==> src/rtl/assert_macros.svh <==
// Assertion macros shared by the deframer RTL.
// Each macro clocks on the rising edge and is disabled while reset is low.
`ifndef ASSERT_MACROS_SVH
`define ASSERT_MACROS_SVH

// The property must hold at every clock edge outside reset.
`define ASSERT_CLK(lbl, clk, rst_n, prop, msg) \
    lbl: assert property (@(posedge clk) disable iff (!rst_n) prop) else $error(msg);

// The condition must never be true outside reset.
`define ASSERT_NEVER(lbl, clk, rst_n, cond, msg) \
    lbl: assert property (@(posedge clk) disable iff (!rst_n) !(cond)) else $error(msg);

`endif

==> src/rtl/slsd_pkg.sv <==
// Shared types, constants and helper functions for the sync/length/sum deframer.
// No dependencies; the parser, the result sequencer and the top level import this package.
`timescale 1ns / 1ps

package slsd_pkg;

    localparam int MAX_PAYLOAD_DEF = 32;

    localparam int N_NAMES    = 7;
    localparam int NAME_BYTES = 16;

    localparam logic [7:0]  SYNC_C   = 8'h43;
    localparam logic [7:0]  SYNC_G   = 8'h47;
    localparam logic [15:0] SYNC_SUM = 16'h008A;

    localparam logic MODE_TIMEOUT = 1'b1;

    // Command names, right-justified: the first character sits in the highest used byte.
    localparam logic [8*NAME_BYTES-1:0] NAME_TEXT [N_NAMES] = '{
        "Change Usb A0B0",
        "Change Usb A0B1",
        "Change Usb A1B0",
        "Change Usb A1B1",
        "Get Voltage",
        "Get Device",
        "Get Fixture"
    };

    localparam logic [7:0] NAME_LEN [N_NAMES] = '{
        8'd15, 8'd15, 8'd15, 8'd15, 8'd11, 8'd10, 8'd11
    };

    localparam logic [N_NAMES-1:0] MASK_ALL = '1;

    typedef enum logic [2:0] {
        PH_HUNT_C,
        PH_HUNT_G,
        PH_CMD_LEN,
        PH_CMD_BYTES,
        PH_DATA_LEN,
        PH_DATA,
        PH_CHK_HI,
        PH_CHK_LO
    } phase_t;

    typedef enum logic [1:0] {
        EM_IDLE,
        EM_READ,
        EM_SHOW
    } emit_state_t;

    typedef struct packed {
        logic       mode;
        logic [7:0] rx_byte;
    } rx_item_t;

    typedef struct packed {
        logic [2:0] cmd_code;
        logic [7:0] data_byte;
        logic [5:0] data_count;
        logic [4:0] byte_index;
        logic       last;
    } res_item_t;

    // Handoff from the parser to the emitter when a frame passes all checks.
    typedef struct packed {
        logic       start;
        logic [2:0] code;
        logic [7:0] count;
    } frame_start_t;

    // True when byte b is the character at position pos of command name idx.
    function automatic logic name_byte_ok(input int unsigned idx, input logic [7:0] pos,
                                          input logic [7:0] b);
        logic [7:0] len;
        logic [7:0] sel;
        logic       ok;
        len = NAME_LEN[idx];
        sel = len - 8'd1 - pos;
        ok  = 1'b0;
        if (pos < len)
        begin
            ok = (NAME_TEXT[idx][{sel[3:0], 3'b000} +: 8] == b);
        end
        return ok;
    endfunction

    // Lowest set bit of the match mask gives the command code.
    function automatic logic [2:0] first_hit_code(input logic [N_NAMES-1:0] mask);
        logic [2:0] code;
        code = 3'd0;
        for (int i = N_NAMES - 1; i >= 0; i--)
        begin
            if (mask[i])
            begin
                code = 3'(i);
            end
        end
        return code;
    endfunction

endpackage

==> src/rtl/slsd_store.sv <==
// Payload buffer: one write port, one read port with a registered read word.
// Depends on nothing but its parameters.
`timescale 1ns / 1ps

module slsd_store #(
    parameter int MAX_PAYLOAD = 32,
    parameter int ADDR_W      = (MAX_PAYLOAD > 1) ? $clog2(MAX_PAYLOAD) : 1
) (
    input  logic              clk,
    input  logic              we,
    input  logic [ADDR_W-1:0] waddr,
    input  logic [7:0]        wdata,
    input  logic              re,
    input  logic [ADDR_W-1:0] raddr,
    output logic [7:0]        rdata
);

    logic [7:0] mem [MAX_PAYLOAD];
    logic [7:0] rdata_reg;

    always_ff @(posedge clk)
    begin
        if (we)
        begin
            mem[waddr] <= wdata;
        end
        if (re)
        begin
            rdata_reg <= mem[raddr];
        end
    end

    assign rdata = rdata_reg;

endmodule

==> src/rtl/slsd_parser.sv <==
// Frame parser: sync hunt, length fields, command name match, checksum verdict.
// Uses slsd_pkg; writes payload bytes into slsd_store.
`timescale 1ns / 1ps

`include "assert_macros.svh"

module slsd_parser #(
    parameter int MAX_PAYLOAD = slsd_pkg::MAX_PAYLOAD_DEF,
    parameter int ADDR_W      = (MAX_PAYLOAD > 1) ? $clog2(MAX_PAYLOAD) : 1
) (
    input  logic                  clk,
    input  logic                  rst_n,
    input  logic                  accept,
    input  slsd_pkg::rx_item_t    item,
    output logic                  store_we,
    output logic [ADDR_W-1:0]     store_waddr,
    output logic [7:0]            store_wdata,
    output slsd_pkg::frame_start_t start
);

    import slsd_pkg::*;

    localparam logic [7:0] MAX_P8 = 8'(MAX_PAYLOAD);

    phase_t             phase_reg, phase_next;
    logic [7:0]         field_count_reg, field_count_next;
    logic [7:0]         name_length_reg, name_length_next;
    logic [7:0]         payload_length_reg, payload_length_next;
    logic [15:0]        running_sum_reg, running_sum_next;
    logic [7:0]         high_check_reg, high_check_next;
    logic [N_NAMES-1:0] mask_reg, mask_next;
    logic               burst_done_reg, burst_done_next;

    logic [7:0]  b;
    logic [7:0]  fc_inc;
    logic [15:0] sum_add;
    logic        active;
    logic        frame_ok;

    assign b       = item.rx_byte;
    assign fc_inc  = field_count_reg + 8'd1;
    assign sum_add = running_sum_reg + {8'd0, b};
    assign active  = accept && (item.mode != MODE_TIMEOUT) && !burst_done_reg;

    assign frame_ok = (high_check_reg == running_sum_reg[15:8]) &&
                      (b == running_sum_reg[7:0]) &&
                      (mask_reg != '0) &&
                      (payload_length_reg <= MAX_P8);

    // Next phase.
    always_comb
    begin
        phase_next = phase_reg;
        if (accept && item.mode == MODE_TIMEOUT)
        begin
            phase_next = PH_HUNT_C;
        end
        else if (active)
        begin
            unique case (phase_reg)
                PH_HUNT_C:
                begin
                    if (b == SYNC_C)
                    begin
                        phase_next = PH_HUNT_G;
                    end
                end
                PH_HUNT_G:
                begin
                    if (b == SYNC_G)
                    begin
                        phase_next = PH_CMD_LEN;
                    end
                    else if (b != SYNC_C)
                    begin
                        phase_next = PH_HUNT_C;
                    end
                end
                PH_CMD_LEN:   phase_next = (b != 8'd0) ? PH_CMD_BYTES : PH_DATA_LEN;
                PH_CMD_BYTES:
                begin
                    if (fc_inc == name_length_reg)
                    begin
                        phase_next = PH_DATA_LEN;
                    end
                end
                PH_DATA_LEN:  phase_next = (b != 8'd0) ? PH_DATA : PH_CHK_HI;
                PH_DATA:
                begin
                    if (fc_inc == payload_length_reg)
                    begin
                        phase_next = PH_CHK_HI;
                    end
                end
                PH_CHK_HI:    phase_next = PH_CHK_LO;
                PH_CHK_LO:    phase_next = PH_HUNT_C;
            endcase
        end
    end

    // Field registers, store writes and the frame verdict.
    always_comb
    begin
        field_count_next    = field_count_reg;
        name_length_next    = name_length_reg;
        payload_length_next = payload_length_reg;
        running_sum_next    = running_sum_reg;
        high_check_next     = high_check_reg;
        mask_next           = mask_reg;
        burst_done_next     = burst_done_reg;
        store_we            = 1'b0;
        store_waddr         = field_count_reg[ADDR_W-1:0];
        store_wdata         = b;
        start.start         = 1'b0;
        start.code          = first_hit_code(mask_reg);
        start.count         = payload_length_reg;

        if (accept && item.mode == MODE_TIMEOUT)
        begin
            field_count_next    = 8'd0;
            name_length_next    = 8'd0;
            payload_length_next = 8'd0;
            running_sum_next    = 16'd0;
            high_check_next     = 8'd0;
            mask_next           = MASK_ALL;
            burst_done_next     = 1'b0;
        end
        else if (active)
        begin
            unique case (phase_reg)
                PH_HUNT_C:
                begin
                end
                PH_HUNT_G:
                begin
                    if (b == SYNC_G)
                    begin
                        running_sum_next = SYNC_SUM;
                    end
                end
                PH_CMD_LEN:
                begin
                    running_sum_next = sum_add;
                    name_length_next = b;
                    field_count_next = 8'd0;
                    for (int i = 0; i < N_NAMES; i++)
                    begin
                        mask_next[i] = (NAME_LEN[i] == b);
                    end
                end
                PH_CMD_BYTES:
                begin
                    running_sum_next = sum_add;
                    for (int i = 0; i < N_NAMES; i++)
                    begin
                        if (!name_byte_ok(i, field_count_reg, b))
                        begin
                            mask_next[i] = 1'b0;
                        end
                    end
                    field_count_next = fc_inc;
                end
                PH_DATA_LEN:
                begin
                    running_sum_next    = sum_add;
                    payload_length_next = b;
                    field_count_next    = 8'd0;
                end
                PH_DATA:
                begin
                    running_sum_next = sum_add;
                    // Bytes beyond the buffer still count toward the sum but are dropped.
                    store_we         = (field_count_reg < MAX_P8);
                    field_count_next = fc_inc;
                end
                PH_CHK_HI:
                begin
                    high_check_next = b;
                end
                PH_CHK_LO:
                begin
                    burst_done_next = 1'b1;
                    start.start     = frame_ok;
                end
            endcase
        end
    end

    always_ff @(posedge clk or negedge rst_n)
    begin
        if (!rst_n)
        begin
            phase_reg          <= PH_HUNT_C;
            field_count_reg    <= 8'd0;
            name_length_reg    <= 8'd0;
            payload_length_reg <= 8'd0;
            running_sum_reg    <= 16'd0;
            high_check_reg     <= 8'd0;
            mask_reg           <= MASK_ALL;
            burst_done_reg     <= 1'b0;
        end
        else
        begin
            phase_reg          <= phase_next;
            field_count_reg    <= field_count_next;
            name_length_reg    <= name_length_next;
            payload_length_reg <= payload_length_next;
            running_sum_reg    <= running_sum_next;
            high_check_reg     <= high_check_next;
            mask_reg           <= mask_next;
            burst_done_reg     <= burst_done_next;
        end
    end

    `ASSERT_CLK(a_store_in_range, clk, rst_n, store_we |-> (field_count_reg < MAX_P8), "payload write beyond buffer")
    `ASSERT_CLK(a_burst_sticky, clk, rst_n, (burst_done_reg && !(accept && item.mode == MODE_TIMEOUT)) |=> burst_done_reg, "burst ended without timeout")

endmodule

==> src/rtl/slsd_emit.sv <==
// Result sequencer: reads the payload buffer one word at a time and holds each
// result, shown from the buffer's read register, until taken. Uses slsd_pkg.
`timescale 1ns / 1ps

`include "assert_macros.svh"

module slsd_emit #(
    parameter int MAX_PAYLOAD = slsd_pkg::MAX_PAYLOAD_DEF,
    parameter int ADDR_W      = (MAX_PAYLOAD > 1) ? $clog2(MAX_PAYLOAD) : 1
) (
    input  logic                   clk,
    input  logic                   rst_n,
    input  slsd_pkg::frame_start_t start,
    output logic                   store_re,
    output logic [ADDR_W-1:0]      store_raddr,
    input  logic [7:0]             store_rdata,
    output logic                   res_valid,
    input  logic                   res_stall,
    output slsd_pkg::res_item_t    res_item,
    output logic                   busy
);

    import slsd_pkg::*;

    emit_state_t state_reg, state_next;
    logic [2:0]  code_reg;
    logic [7:0]  count_reg;
    logic [7:0]  index_reg;
    logic        empty_reg;
    logic        last_w;

    assign last_w = empty_reg || ((index_reg + 8'd1) == count_reg);

    always_comb
    begin
        state_next = state_reg;
        unique case (state_reg)
            EM_IDLE:
            begin
                if (start.start)
                begin
                    state_next = (start.count == 8'd0) ? EM_SHOW : EM_READ;
                end
            end
            EM_READ: state_next = EM_SHOW;
            EM_SHOW:
            begin
                if (!res_stall)
                begin
                    state_next = last_w ? EM_IDLE : EM_READ;
                end
            end
            default: state_next = EM_IDLE;
        endcase
    end

    always_comb
    begin
        store_re            = (state_reg == EM_READ);
        store_raddr         = index_reg[ADDR_W-1:0];
        res_valid           = (state_reg == EM_SHOW);
        busy                = (state_reg != EM_IDLE);
        res_item.cmd_code   = code_reg;
        res_item.data_byte  = empty_reg ? 8'd0 : store_rdata;
        res_item.data_count = count_reg[5:0];
        res_item.byte_index = index_reg[4:0];
        res_item.last       = last_w;
    end

    always_ff @(posedge clk or negedge rst_n)
    begin
        if (!rst_n)
        begin
            state_reg <= EM_IDLE;
        end
        else
        begin
            state_reg <= state_next;
        end
    end

    always_ff @(posedge clk)
    begin
        if (state_reg == EM_IDLE && start.start)
        begin
            code_reg  <= start.code;
            count_reg <= start.count;
            index_reg <= 8'd0;
            empty_reg <= (start.count == 8'd0);
        end
        else if (state_reg == EM_SHOW && !res_stall && !last_w)
        begin
            index_reg <= index_reg + 8'd1;
        end
    end

    `ASSERT_NEVER(a_start_when_busy, clk, rst_n, start.start && busy, "frame verdict while results pending")
    `ASSERT_CLK(a_index_bound, clk, rst_n, (state_reg == EM_SHOW && !empty_reg) |-> (index_reg < count_reg), "result index past payload length")
    `ASSERT_CLK(a_last_ends, clk, rst_n, (res_valid && !res_stall && last_w) |=> (state_reg == EM_IDLE), "sequencer ran past final result")

endmodule

==> src/rtl/sync_length_sum_deframer_core.sv <==
// Top level of the sync/length/sum deframer: parser, payload buffer, result sequencer.
// Depends on slsd_pkg, slsd_parser, slsd_store and slsd_emit.
//
//  channel | direction | handshake             | word
//  rx      | in        | rx_valid / rx_stall   | rx_item  (mode, rx_byte)
//  res     | out       | res_valid / res_stall | res_item (cmd_code, data_byte, data_count,
//          |           |                       |           byte_index, last)
//
// An input word is taken whenever rx_valid is high and no results are pending.
// A good frame gives each result by a buffer read, after which the word is shown from
// the buffer's read register; an empty payload gives one zero result with no read. The
// result side may stall any shown word, and rx_stall is high until the last is taken.
// Reset is asynchronous and clears the parser and the sequencer state; the payload buffer
// holds whatever it held and is read only where the current frame wrote it.
`timescale 1ns / 1ps

module sync_length_sum_deframer_core #(
    parameter int MAX_PAYLOAD = slsd_pkg::MAX_PAYLOAD_DEF
) (
    input  logic                clk,
    input  logic                rst_n,
    input  logic                rx_valid,
    output logic                rx_stall,
    input  slsd_pkg::rx_item_t  rx_item,
    output logic                res_valid,
    input  logic                res_stall,
    output slsd_pkg::res_item_t res_item
);

    import slsd_pkg::*;

    localparam int ADDR_W = (MAX_PAYLOAD > 1) ? $clog2(MAX_PAYLOAD) : 1;

    logic              accept;
    logic              busy;
    logic              store_we;
    logic [ADDR_W-1:0] store_waddr;
    logic [7:0]        store_wdata;
    logic              store_re;
    logic [ADDR_W-1:0] store_raddr;
    logic [7:0]        store_rdata;
    frame_start_t      start;

    assign rx_stall = busy;
    assign accept   = rx_valid && !rx_stall;

    slsd_parser #(
        .MAX_PAYLOAD (MAX_PAYLOAD),
        .ADDR_W      (ADDR_W)
    ) u_parser (
        .clk         (clk),
        .rst_n       (rst_n),
        .accept      (accept),
        .item        (rx_item),
        .store_we    (store_we),
        .store_waddr (store_waddr),
        .store_wdata (store_wdata),
        .start       (start)
    );

    slsd_store #(
        .MAX_PAYLOAD (MAX_PAYLOAD),
        .ADDR_W      (ADDR_W)
    ) u_store (
        .clk   (clk),
        .we    (store_we),
        .waddr (store_waddr),
        .wdata (store_wdata),
        .re    (store_re),
        .raddr (store_raddr),
        .rdata (store_rdata)
    );

    slsd_emit #(
        .MAX_PAYLOAD (MAX_PAYLOAD),
        .ADDR_W      (ADDR_W)
    ) u_emit (
        .clk         (clk),
        .rst_n       (rst_n),
        .start       (start),
        .store_re    (store_re),
        .store_raddr (store_raddr),
        .store_rdata (store_rdata),
        .res_valid   (res_valid),
        .res_stall   (res_stall),
        .res_item    (res_item),
        .busy        (busy)
    );

endmodule
==> config.mk <==
export PLATFORM = sky130hd
export DESIGN_NAME = sync_length_sum_deframer_core
export DESIGN_NICKNAME = d
export VERILOG_FILES = /design/src/rtl/slsd_pkg.sv /design/src/rtl/slsd_store.sv /design/src/rtl/slsd_parser.sv /design/src/rtl/slsd_emit.sv /design/src/rtl/sync_length_sum_deframer_core.sv
export VERILOG_INCLUDE_DIRS = /design/src /design/src/rtl
export SDC_FILE = /design/constraint.sdc
export NUM_CORES = 1
export LEC_CHECK = 0
export BUFFER_PORTS_ARGS = -buffer_cell sky130_fd_sc_hd__buf_2
export CAP_MARGIN = 10
export CORE_ASPECT_RATIO = 0.9
export CORE_MARGIN = 10
export CORE_UTILIZATION = 35
export DETAILED_ROUTE_END_ITERATION = 16
export GPL_ROUTABILITY_DRIVEN = 1
export HOLD_SLACK_MARGIN = 0.05
export PLACE_DENSITY = 0.51
export SLEW_MARGIN = 10
export SYNTH_ARGS = -nofsm -noshare
export SYNTH_HDL_FRONTEND = slang
export SYNTH_SLANG_ARGS = --single-unit
export TNS_END_PERCENT = 50
==> constraint.sdc <==
create_clock -name clk -period 5.2 [get_ports clk]
set_input_delay 0.26 -clock clk [delete_from_list [all_inputs] [get_ports clk]]
set_output_delay 0.26 -clock clk [all_outputs]
set_load 0.03 [all_outputs]
; Yosys cells after proc, flatten, opt, wreduce, memory -nomap -nowiden
; Memories as Yosys holds them, arrays and structs flattened. A register that Yosys moved wholly into a read port is not among the register bits.
; Index checks and enable logic that the tools add are counted.
[op_classes]
n_bitwise = 1
muxes = 87
n_eq_ne = 41
shift = 7
n_reduce_logical = 49
add_sub_neg = 6
order_cmp = 5
[op_table]
columns = operator, n
row1 = $shiftx 128x8->8 const A, 7
row2 = $eq 8x8->1, 12
row3 = $mux 8, 12
row4 = $mux 1, 48
row5 = $mux 16, 3
row6 = $mux 3, 11
row7 = $pmux 16 s2, 1
row8 = $eq 4x8->1 const A, 3
row9 = $lt 8x4->1 const B, 3
row10 = $pmux 3 s8, 1
row11 = $reduce_and 3->1, 8
row12 = $ne 3x2->1 const B, 7
row13 = $add 16x8->16, 1
row14 = $add 8x1->8 const B, 2
row15 = $eq 8x7->1 const B, 2
row16 = $pmux 8 s2, 1
row17 = $mux 7, 2
row18 = $pmux 7 s2, 1
row19 = $eq 3x3->1 const B, 4
row20 = $mux 2, 6
row21 = $ne 3x1->1 const B, 4
row22 = $reduce_and 2->1, 6
row23 = $reduce_bool 2->1, 6
row24 = $sub 4x4->4 const A, 3
row25 = 24 further kinds, 42
[totals]
reg_bits = 81
output_inout_bits = 25
inputBits = 13
ramBits = 256
n_memories = 1
[memory_table]
columns = memory, words, width, rd, rd_ports_with_merged_regs, write_ports, line
row1 = u_store.mem, 32, 8, 1, 1, 1, slsd_store.sv:18  ; logic [7:0] mem [MAX_PAYLOAD];

; Depth between registers and ports, before layout
; Gate-level depths: netlist of the first run.
[logic_depth]
word_depth = 11
mapped_depth = 11
mapped_depth_nobuf = 10

; By module
; A second synthesis of the first run with hierarchy kept.
[unflattened]
hier_cells = 1165
area_unflattened_um2 = 16615.9
[by_module_without_submodules]
columns = module, cells_each, area_per_inst_um2, seq_area_each_um2, instances
row1 = slsd_store, 417, 10133.5, 7927.6, 1
row2 = slsd_parser, 627, 5216.3, 1485.2, 1
row3 = slsd_emit, 120, 1252.5, 570.5, 1
row4 = sync_length_sum_deframer_core, 1, 13.8, 0.0, 1

; Worst setup path before layout of the first run
; No wires, ideal clock.
[synth_path]
kind = reg-to-reg
from = reg u_parser.field_count_reg[2]
to = reg u_parser.mask_reg[1]
required_ns = 5.140
arrival_ns = 2.666
path_stages_with_launch = 10
path_slack_ns = 2.474
n_path_buf = 1
path_cell_list = dfrtp_1 -> clkbuf_1 -> inv_1 -> ha_1 -> inv_1 -> or4_1 -> a31oi_1 -> o2111ai_1 -> nor4_1 -> o22a_1
[synth_via]
elab_chain_len = 9
word_cells_on_any_way = 10
[synth_rtl]
columns = item, line
row1 = from (decl), slsd_parser.sv:26  ; logic [7:0] field_count_reg, field_count_next;
row2 = from (signal assigned), slsd_parser.sv:205  ; field_count_reg <= field_count_next;
row3 = $sub 4x4->4, slsd_pkg.sv:79  ; sel = len - 8'd1 - pos;
row4 = $shiftx 128x8->8, slsd_pkg.sv:83  ; ok = (NAME_TEXT[idx][{sel[3:0], 3'b000} +: 8] == b);
row5 = $eq 8x8->1, slsd_pkg.sv:83
row6 = $mux 1 *, slsd_pkg.sv:81  ; if (pos < len)
row7 = $mux 1 *, slsd_parser.sv:130  ; unique case (phase_reg)
row8 = $mux 1 *, slsd_parser.sv:128  ; else if (active)
row9 = $mux 1 *, slsd_parser.sv:118  ; if (accept && item.mode == MODE_TIMEOUT)
row10 = $ne 3x2->1 (no source line) *, n/a
row11 = $reduce_and 3->1 (no source line) *, n/a
row12 = to (signal assigned), slsd_parser.sv:210  ; mask_reg <= mask_next;
row13 = to (decl), slsd_parser.sv:31  ; logic [N_NAMES-1:0] mask_reg, mask_next;
; Mark *: on every way between the ends. The rest lies on a longest branch, timed or not. The select of a mux whose other input is x is not followed.
; A chain may end at the register's enable or synchronous reset.

; Worst setup path in the final report of the first run
[layout_path]
from = reg u_parser.field_count_reg[2]
to = reg u_parser.mask_reg[3]
; Same word-level chain as after synthesis.

==> results of run 1 <==
## synthesized netlist by cell type (all sizes together) (24+ instances only)
library cell  number  area [um^2]
a21oi             32          160
buf               39          225
clkbuf            29          109
dfrtp             54         1350
edfxtp           276         8290
ha                24          300
mux2i             35          350
mux4              80         1800
nand2             55          206
nand3             27          140
nor2             103          392
o21ai             42          210
xnor2             52          455
xor2              25          219
## cell families after synthesis
logic type      Yosys count  share of synthesized area (%)
compound gates          149                           6.07
mux                     124                           13.9
flops                   345                           61.5
simple gates            313                           9.66
fa+ha+maj                25                           1.97
xor+xnor                 78                           4.30
buf+inv                  90                           2.57
## layer usage
metal | routed length, um | GRT usage (%) | share of wire, %
met3 | 2170 | 2.32 | 5.3
met5 | 0 | 0 | 0
met4 | 693 | 3.50 | 1.7
met1 | 19300 | 21.5 | 47
met2 | 19000 | 22.6 | 46
## power by group through the flow
stage          sequential, W  clock [W]  combinational, W
2_1_floorplan        0.00320          0          0.000777
6_report             0.00321    0.00263           0.00103
4_1_cts              0.00321    0.00268           0.00103
3_5_place_dp         0.00326          0           0.00102
3_3_place_gp         0.00326          0           0.00103
5_1_grt              0.00322    0.00280           0.00114
## worst register-to-register path: stages (launching register included)
cell       delay, ns
dfrtp_1         0.71
inv_1           0.33
ha_1            0.82
inv_1           0.26
or4_1           0.58
a31oi_1         0.19
o2111ai_1       0.24
nor4_1          0.35
o22a_1          0.18
## metrics by stage
step / instances / instance area (um^2) / worst slack (ns) / utilization [%]
after detailed placement: 1720 / 17000 / 1.61 / 37.2
after global placement: 1720 / 17000 / 1.73 / 37.2
after global routing: 1788 / 18200 / 1.15 / 39.9
final: 1789 / 18200 / 1.49 / 39.9
after CTS: 1788 / 18200 / 1.40 / 39.9
after floorplan: 1124 / 16200 / 2.47 / -
## worst paths after layout
| kind | start | depth (start not counted) | endpoint |
|---|---|---|---|
| min reg2reg | u_parser.running_sum_reg[4] | 2 | u_parser.running_sum_reg[4] |
| max in group asynchronous | rst_n | 3 | u_parser.field_count_reg[2] |
| min | rx_item[2] | 3 | u_parser.high_check_reg[2] |
| max reg2reg | u_parser.field_count_reg[2] | 8 | u_parser.mask_reg[3] |
| min in group asynchronous | rst_n | 3 | u_parser.running_sum_reg[4] |
| max | u_parser.field_count_reg[2] | 8 | u_parser.mask_reg[3] |
## final cells by class
class,instances,share of cell area (%)
repair buffers,58,1.91
inverters,22,0.453
well taps,608,4.17
flip-flops and latches,345,54.8
multi-input cells,689,32.0
diodes,1,0.0137
clock buffers,49,5.44
clock inverters,17,1.19
## timing repair
action                     CTS  global route
hold buffers                 2             0
setup endpoints to repair    0             0
hold endpoints to repair    56             0
==> results.json, run 1 <==
{
  "routedWlPerCell_um": 23.0,
  "htree_levels": 2,
  "mostFrequentLayoutCells": "276 x edfxtp_1, 100 x nor2_1, 80 x mux4_2",
  "fillers": 4171,
  "combPwrFrac_pct": 15.0,
  "crit_arrival_ns": 4.19,
  "post_cts_buffers": 0,
  "ys_async_sr_fraction_pct": 17.7,
  "worst_path_most_repeated_cell": "inv_1",
  "fp.dieW_um": 247,
  "die_area_mm2": 0.0554,
  "synthDistinctLibCells": 74,
  "tns_ns": 0,
  "grt_pass1_wl_mm": 62.1,
  "ir_worst_vdd_v": 0.000191,
  "drt_iter0_drc": 817,
  "cp_max_fo": 24,
  "power_w": 0.00687,
  "path_buf_inv": 2,
  "cts_resized": 0,
  "grt_pass1_vias": 9506,
  "start_util_pct": 35.5,
  "root_buffer": "clkbuf_16",
  "synth_edf_count": 276,
  "cts_buffers": 38,
  "pwr-share-seq_pct": 46.7,
  "worst_setup_path_start_kind": "flip-flop",
  "std_cell_rows": 74,
  "synth_seq_area_share_pct": 61.5,
  "layout.nets": 1192,
  "rsz0062_at_grt": "no",
  "die_h_um": 224,
  "r2r_setup_slack_ns": 1.49,
  "min_path_type": "in2reg",
  "ant_nets": 0,
  "portBuffers": 37,
  "crit_family": "simple AND/OR/NAND/NOR gates",
  "fmax_mhz": 269,
  "syn_avg_cell_area_um2": 14.4,
  "place_hpwl_mm": 26.7,
  "path_clk_slew_ns": 0.06,
  "yosys_warnings": 0,
  "tightest_slew_ns": 1.02,
  "drc_errors": 0,
  "syn_area_mm2": 0.0162,
  "core_mm2": 0.0456,
  "final_common_cell": "edfxtp_1",
  "firstDrtPassIters": 7,
  "switching_power_w": 0.00186,
  "grt_usage_pct": 14.8,
  "critPathRequiredTime_ns": 5.67,
  "design.portCount": 38,
  "gp_congestion": 0.804,
  "clock_sinks": 345,
  "critPathMaxStageDelay_ns": 0.82,
  "final-seq-area_mm2": 0.00999,
  "setup_viol_count_final": 0,
  "endpoint_kind": "flip-flop",
  "multi_input_area_mm2": 0.00583,
  "worstSkewPairLatency_ns": 0.55,
  "hold_viol_final": 0,
  "leakage_nw": 6.02,
  "period_share_pct": 71.4,
  "cts_tree": "yes",
  "vias_per_cell": 5.34,
  "cp_cell_sequence": "inv_1 -> ha_1 -> inv_1 -> or4_1 -> a31oi_1 -> o2111ai_1 -> nor4_1 -> o22a_1",
  "hold_slack_ns": 0.124,
  "p_int_w": 0.00501,
  "synth-main-ff-cell": "edfxtp_1",
  "cts_max_path_buffers": 3,
  "critPathKind": "reg2reg",
  "p_clk_share_pct": 38.3,
  "finalCriticalPeriod_ns": 3.71,
  "synth_fp_nets": 1162,
  "totalWireLength_mm": 41.2,
  "grt_max_degree": 62,
  "power.density_mw_per_mm2": 377,
  "largest_reg_flops": 256,
  "finalMaxSlewViolations": 0,
  "syn_inst": 1124,
  "fin_skew_ns": 0.0223,
  "maxSlewHeadroom_pct": 32.0,
  "grt_overflow": 0,
  "num_vias": 9560,
  "drive_gt1_share_pct": 18.6,
  "p_sw_share_pct": 27.0,
  "cap_violations": 0,
  "antenna_found_initial": 1,
  "ys_ff_latch": 345,
  "synthToLayoutAreaGrowth_pct": 12.3,
  "status": "complete, no violations",
  "worst_path_max_delay_cell": "ha_1"
}
Power figures use the tool's default switching activity.
==> inputs of run 2 (changes only) <==
Settings changed: ABC_AREA set to 1, PLACE_DENSITY 0.51 to 0.52.
Clock period 5.2 ns to 3.38 ns, I/O delays scaled along.
==> run 2 against run 1 <==
  * Global-route usage up 2.7 points
  * Routed wire length rose by 22%
  * Critical path type is now reg2out
  * Cell area is 3.9% higher
==> results.json, run 2 <==
{
  "endpoint_kind": "output pin",
  "final_common_cell": "nand2_1",
  "die_area_mm2": 0.0569,
  "tns_ns": 0,
  "syn_avg_cell_area_um2": 9.57,
  "finalCriticalPeriod_ns": 3.02,
  "ys_ff_latch": 345,
  "grt_usage_pct": 17.5,
  "tightest_slew_ns": 0.942,
  "cap_violations": 0,
  "hold_viol_final": 0,
  "grt_pass1_vias": 12400,
  "synthDistinctLibCells": 49,
  "path_clk_slew_ns": 0.06,
  "ir_worst_vdd_v": 0.000339,
  "design.portCount": 38,
  "fillers": 4664,
  "firstDrtPassIters": 5,
  "post-place-ws_ns": 0.539,
  "ant_nets": 0,
  "power.density_mw_per_mm2": 774,
  "start_util_pct": 35.6,
  "rsz0062_at_grt": "no",
  "root_buffer": "clkbuf_16",
  "finalMaxSlewViolations": 0,
  "rr_endpoint": "u_store.mem[3][2]",
  "drt_iter0_drc": 1247,
  "stdcell_area_mm2": 0.0189,
  "status": "complete, no violations",
  "antenna_cells": 0,
  "drc_errors": 0,
  "min_path_type": "in2reg",
  "portBuffers": 37,
  "cts_buffers": 38,
  "crit_arrival_ns": 2.85,
  "mostFrequentLayoutCells": "414 x nand2_1, 276 x edfxtp_1, 229 x nor2_1",
  "setup_viol_count_final": 0,
  "worst_setup_path_start_kind": "flip-flop",
  "fin_skew_ns": 0.0169,
  "drive_gt1_share_pct": 10.9,
  "maxSlewHeadroom_pct": 36.8,
  "cts_resized": 0,
  "cts_max_path_buffers": 3,
  "critPathRequiredTime_ns": 3.21,
  "setup_ws_ns": 0.364,
  "vias_per_cell": 5.27,
  "synth_area_leader_cell": "edfxtp_1",
  "die_h_um": 227,
  "core_mm2": 0.0469,
  "cp_max_fo": 21,
  "setup.worst_path.start": "u_emit.index_reg[1]",
  "num_vias": 12900,
  "fp.dieW_um": 250,
  "grt_max_degree": 76,
  "antenna_found_initial": 1,
  "synth-main-ff-cell": "edfxtp_1",
  "reg2reg_depth": 7,
  "synthTopCellsByArea": "edfxtp_1 50%, nand2_1 9.3%, dfrtp_1 8.1%",
  "totalWireLength_mm": 50.3,
  "std_cell_rows": 75,
  "syn_area_mm2": 0.0167,
  "synth.most_common_cell": "nand2_1",
  "cp-endpoint": "res_item[0]",
  "r2r_start": "u_emit.state_reg[1]",
  "synthToLayoutAreaGrowth_pct": 13.3,
  "grt_overflow": 0,
  "critPathKind": "reg2out",
  "routedWlPerCell_um": 20.6,
  "grt_pass1_wl_mm": 77.2,
  "leakage_nw": 7.45,
  "fmax_mhz": 332,
  "synth_common_cells": "414 x nand2_1, 276 x edfxtp_1, 229 x nor2_1",
  "syn_inst": 1745,
  "period_share_pct": 89.2,
  "cts_tree": "yes",
  "yosys_warnings": 0,
  "synth_seq_area_share_pct": 59.8,
  "synth_edf_count": 276,
  "htree_levels": 2,
  "r2r_setup_slack_ns": 0.60,
  "layout.nets": 1837,
  "worstSkewPairLatency_ns": 0.54,
  "post_cts_buffers": 0,
  "gp_congestion": 0.902,
  "yosysTopAreaCellShare_pct": 49.6,
  "place_hpwl_mm": 33.4,
  "synth_fp_nets": 1783,
  "placed_area_mm2": 0.0177,
  "clock_sinks": 345,
  "ys_async_sr_fraction_pct": 17.7,
  "largest_reg_flops": 256,
  "whs_path_depth": 4
}
[run 2: worst min-delay path by stage]
stage | from | end | slack (ns)
6_report | rx_item[0] | u_parser.running_sum_reg[0] | 0.13
5_1_grt | rx_item[0] | u_parser.running_sum_reg[0] | 0.15
4_1_cts | rx_item[0] | u_parser.running_sum_reg[0] | 0.14
2_1_floorplan | rst_n | u_emit.state_reg[0] | -0.13
3_3_place_gp | rst_n | u_emit.state_reg[0] | 0.35
3_5_place_dp | rst_n | u_emit.state_reg[0] | 0.35
[run 2: cells by family after synthesis]
group | share of synthesized area, %
AOI/OAI and AO/OA | 11.4
xor gates and xnor gates | 1.10
buffers and inverters | 5.28
and+or+nand+nor | 20.6
adders and majority gates | 1.92
DFF | 59.8
[run 2: critical path, cell delays in order, from the launching register on]
cell,delay [ns]
dfxtp_2,0.54
nand2_1,0.11
buf_4,0.24
nor2_1,0.27
nand3_1,0.11
nand2_1,0.09
nand2_1,0.07
nand2_1,0.06
nand2_1,0.05
nor2_1,0.08
nand3_1,0.33
nand2_1,0.15
buf_2,0.21
[run 2: cell type report]
type	instances	area, um^2	share of cell area [%]
well taps	616	771	4.07
flip-flops and latches	345	9990	52.8
inverters	119	450	2.38
multi-input cells	1193	5840	30.9
clock buffers	47	1010	5.31
clock inverters	21	163	0.859
repair buffers	102	708	3.74
[run 2: layer usage]
metal  GRT usage [%]  routed length [um]
met1            24.2               23200
met2            28.1               23300
met3            2.46                2680
met4            4.83                1140
met5               0                   0
[run 2: through the flow]
step	power [W]	instances	hold WS [ns]	utilization (%)
floorplan	0.00904	1745	-0.127	-
global placement	0.0108	2371	0.348	37.8
detailed placement	0.0108	2371	0.351	37.8
CTS	0.0147	2443	0.137	40.3
global route	0.0156	2443	0.153	40.3
finish	0.0147	2443	0.131	40.3
[run 2: repair_timing]
item                                    in CTS  in global routing
hold buffers                                 4                  0
endpoints found under the hold margin       32                  0
endpoints found under the setup margin       0                  0
[run 2: power by group]
part	switching [W]	internal, W
Combinational	0.00362	0.00165
Clock	0.00173	0.00221
Sequential	0.000417	0.00502
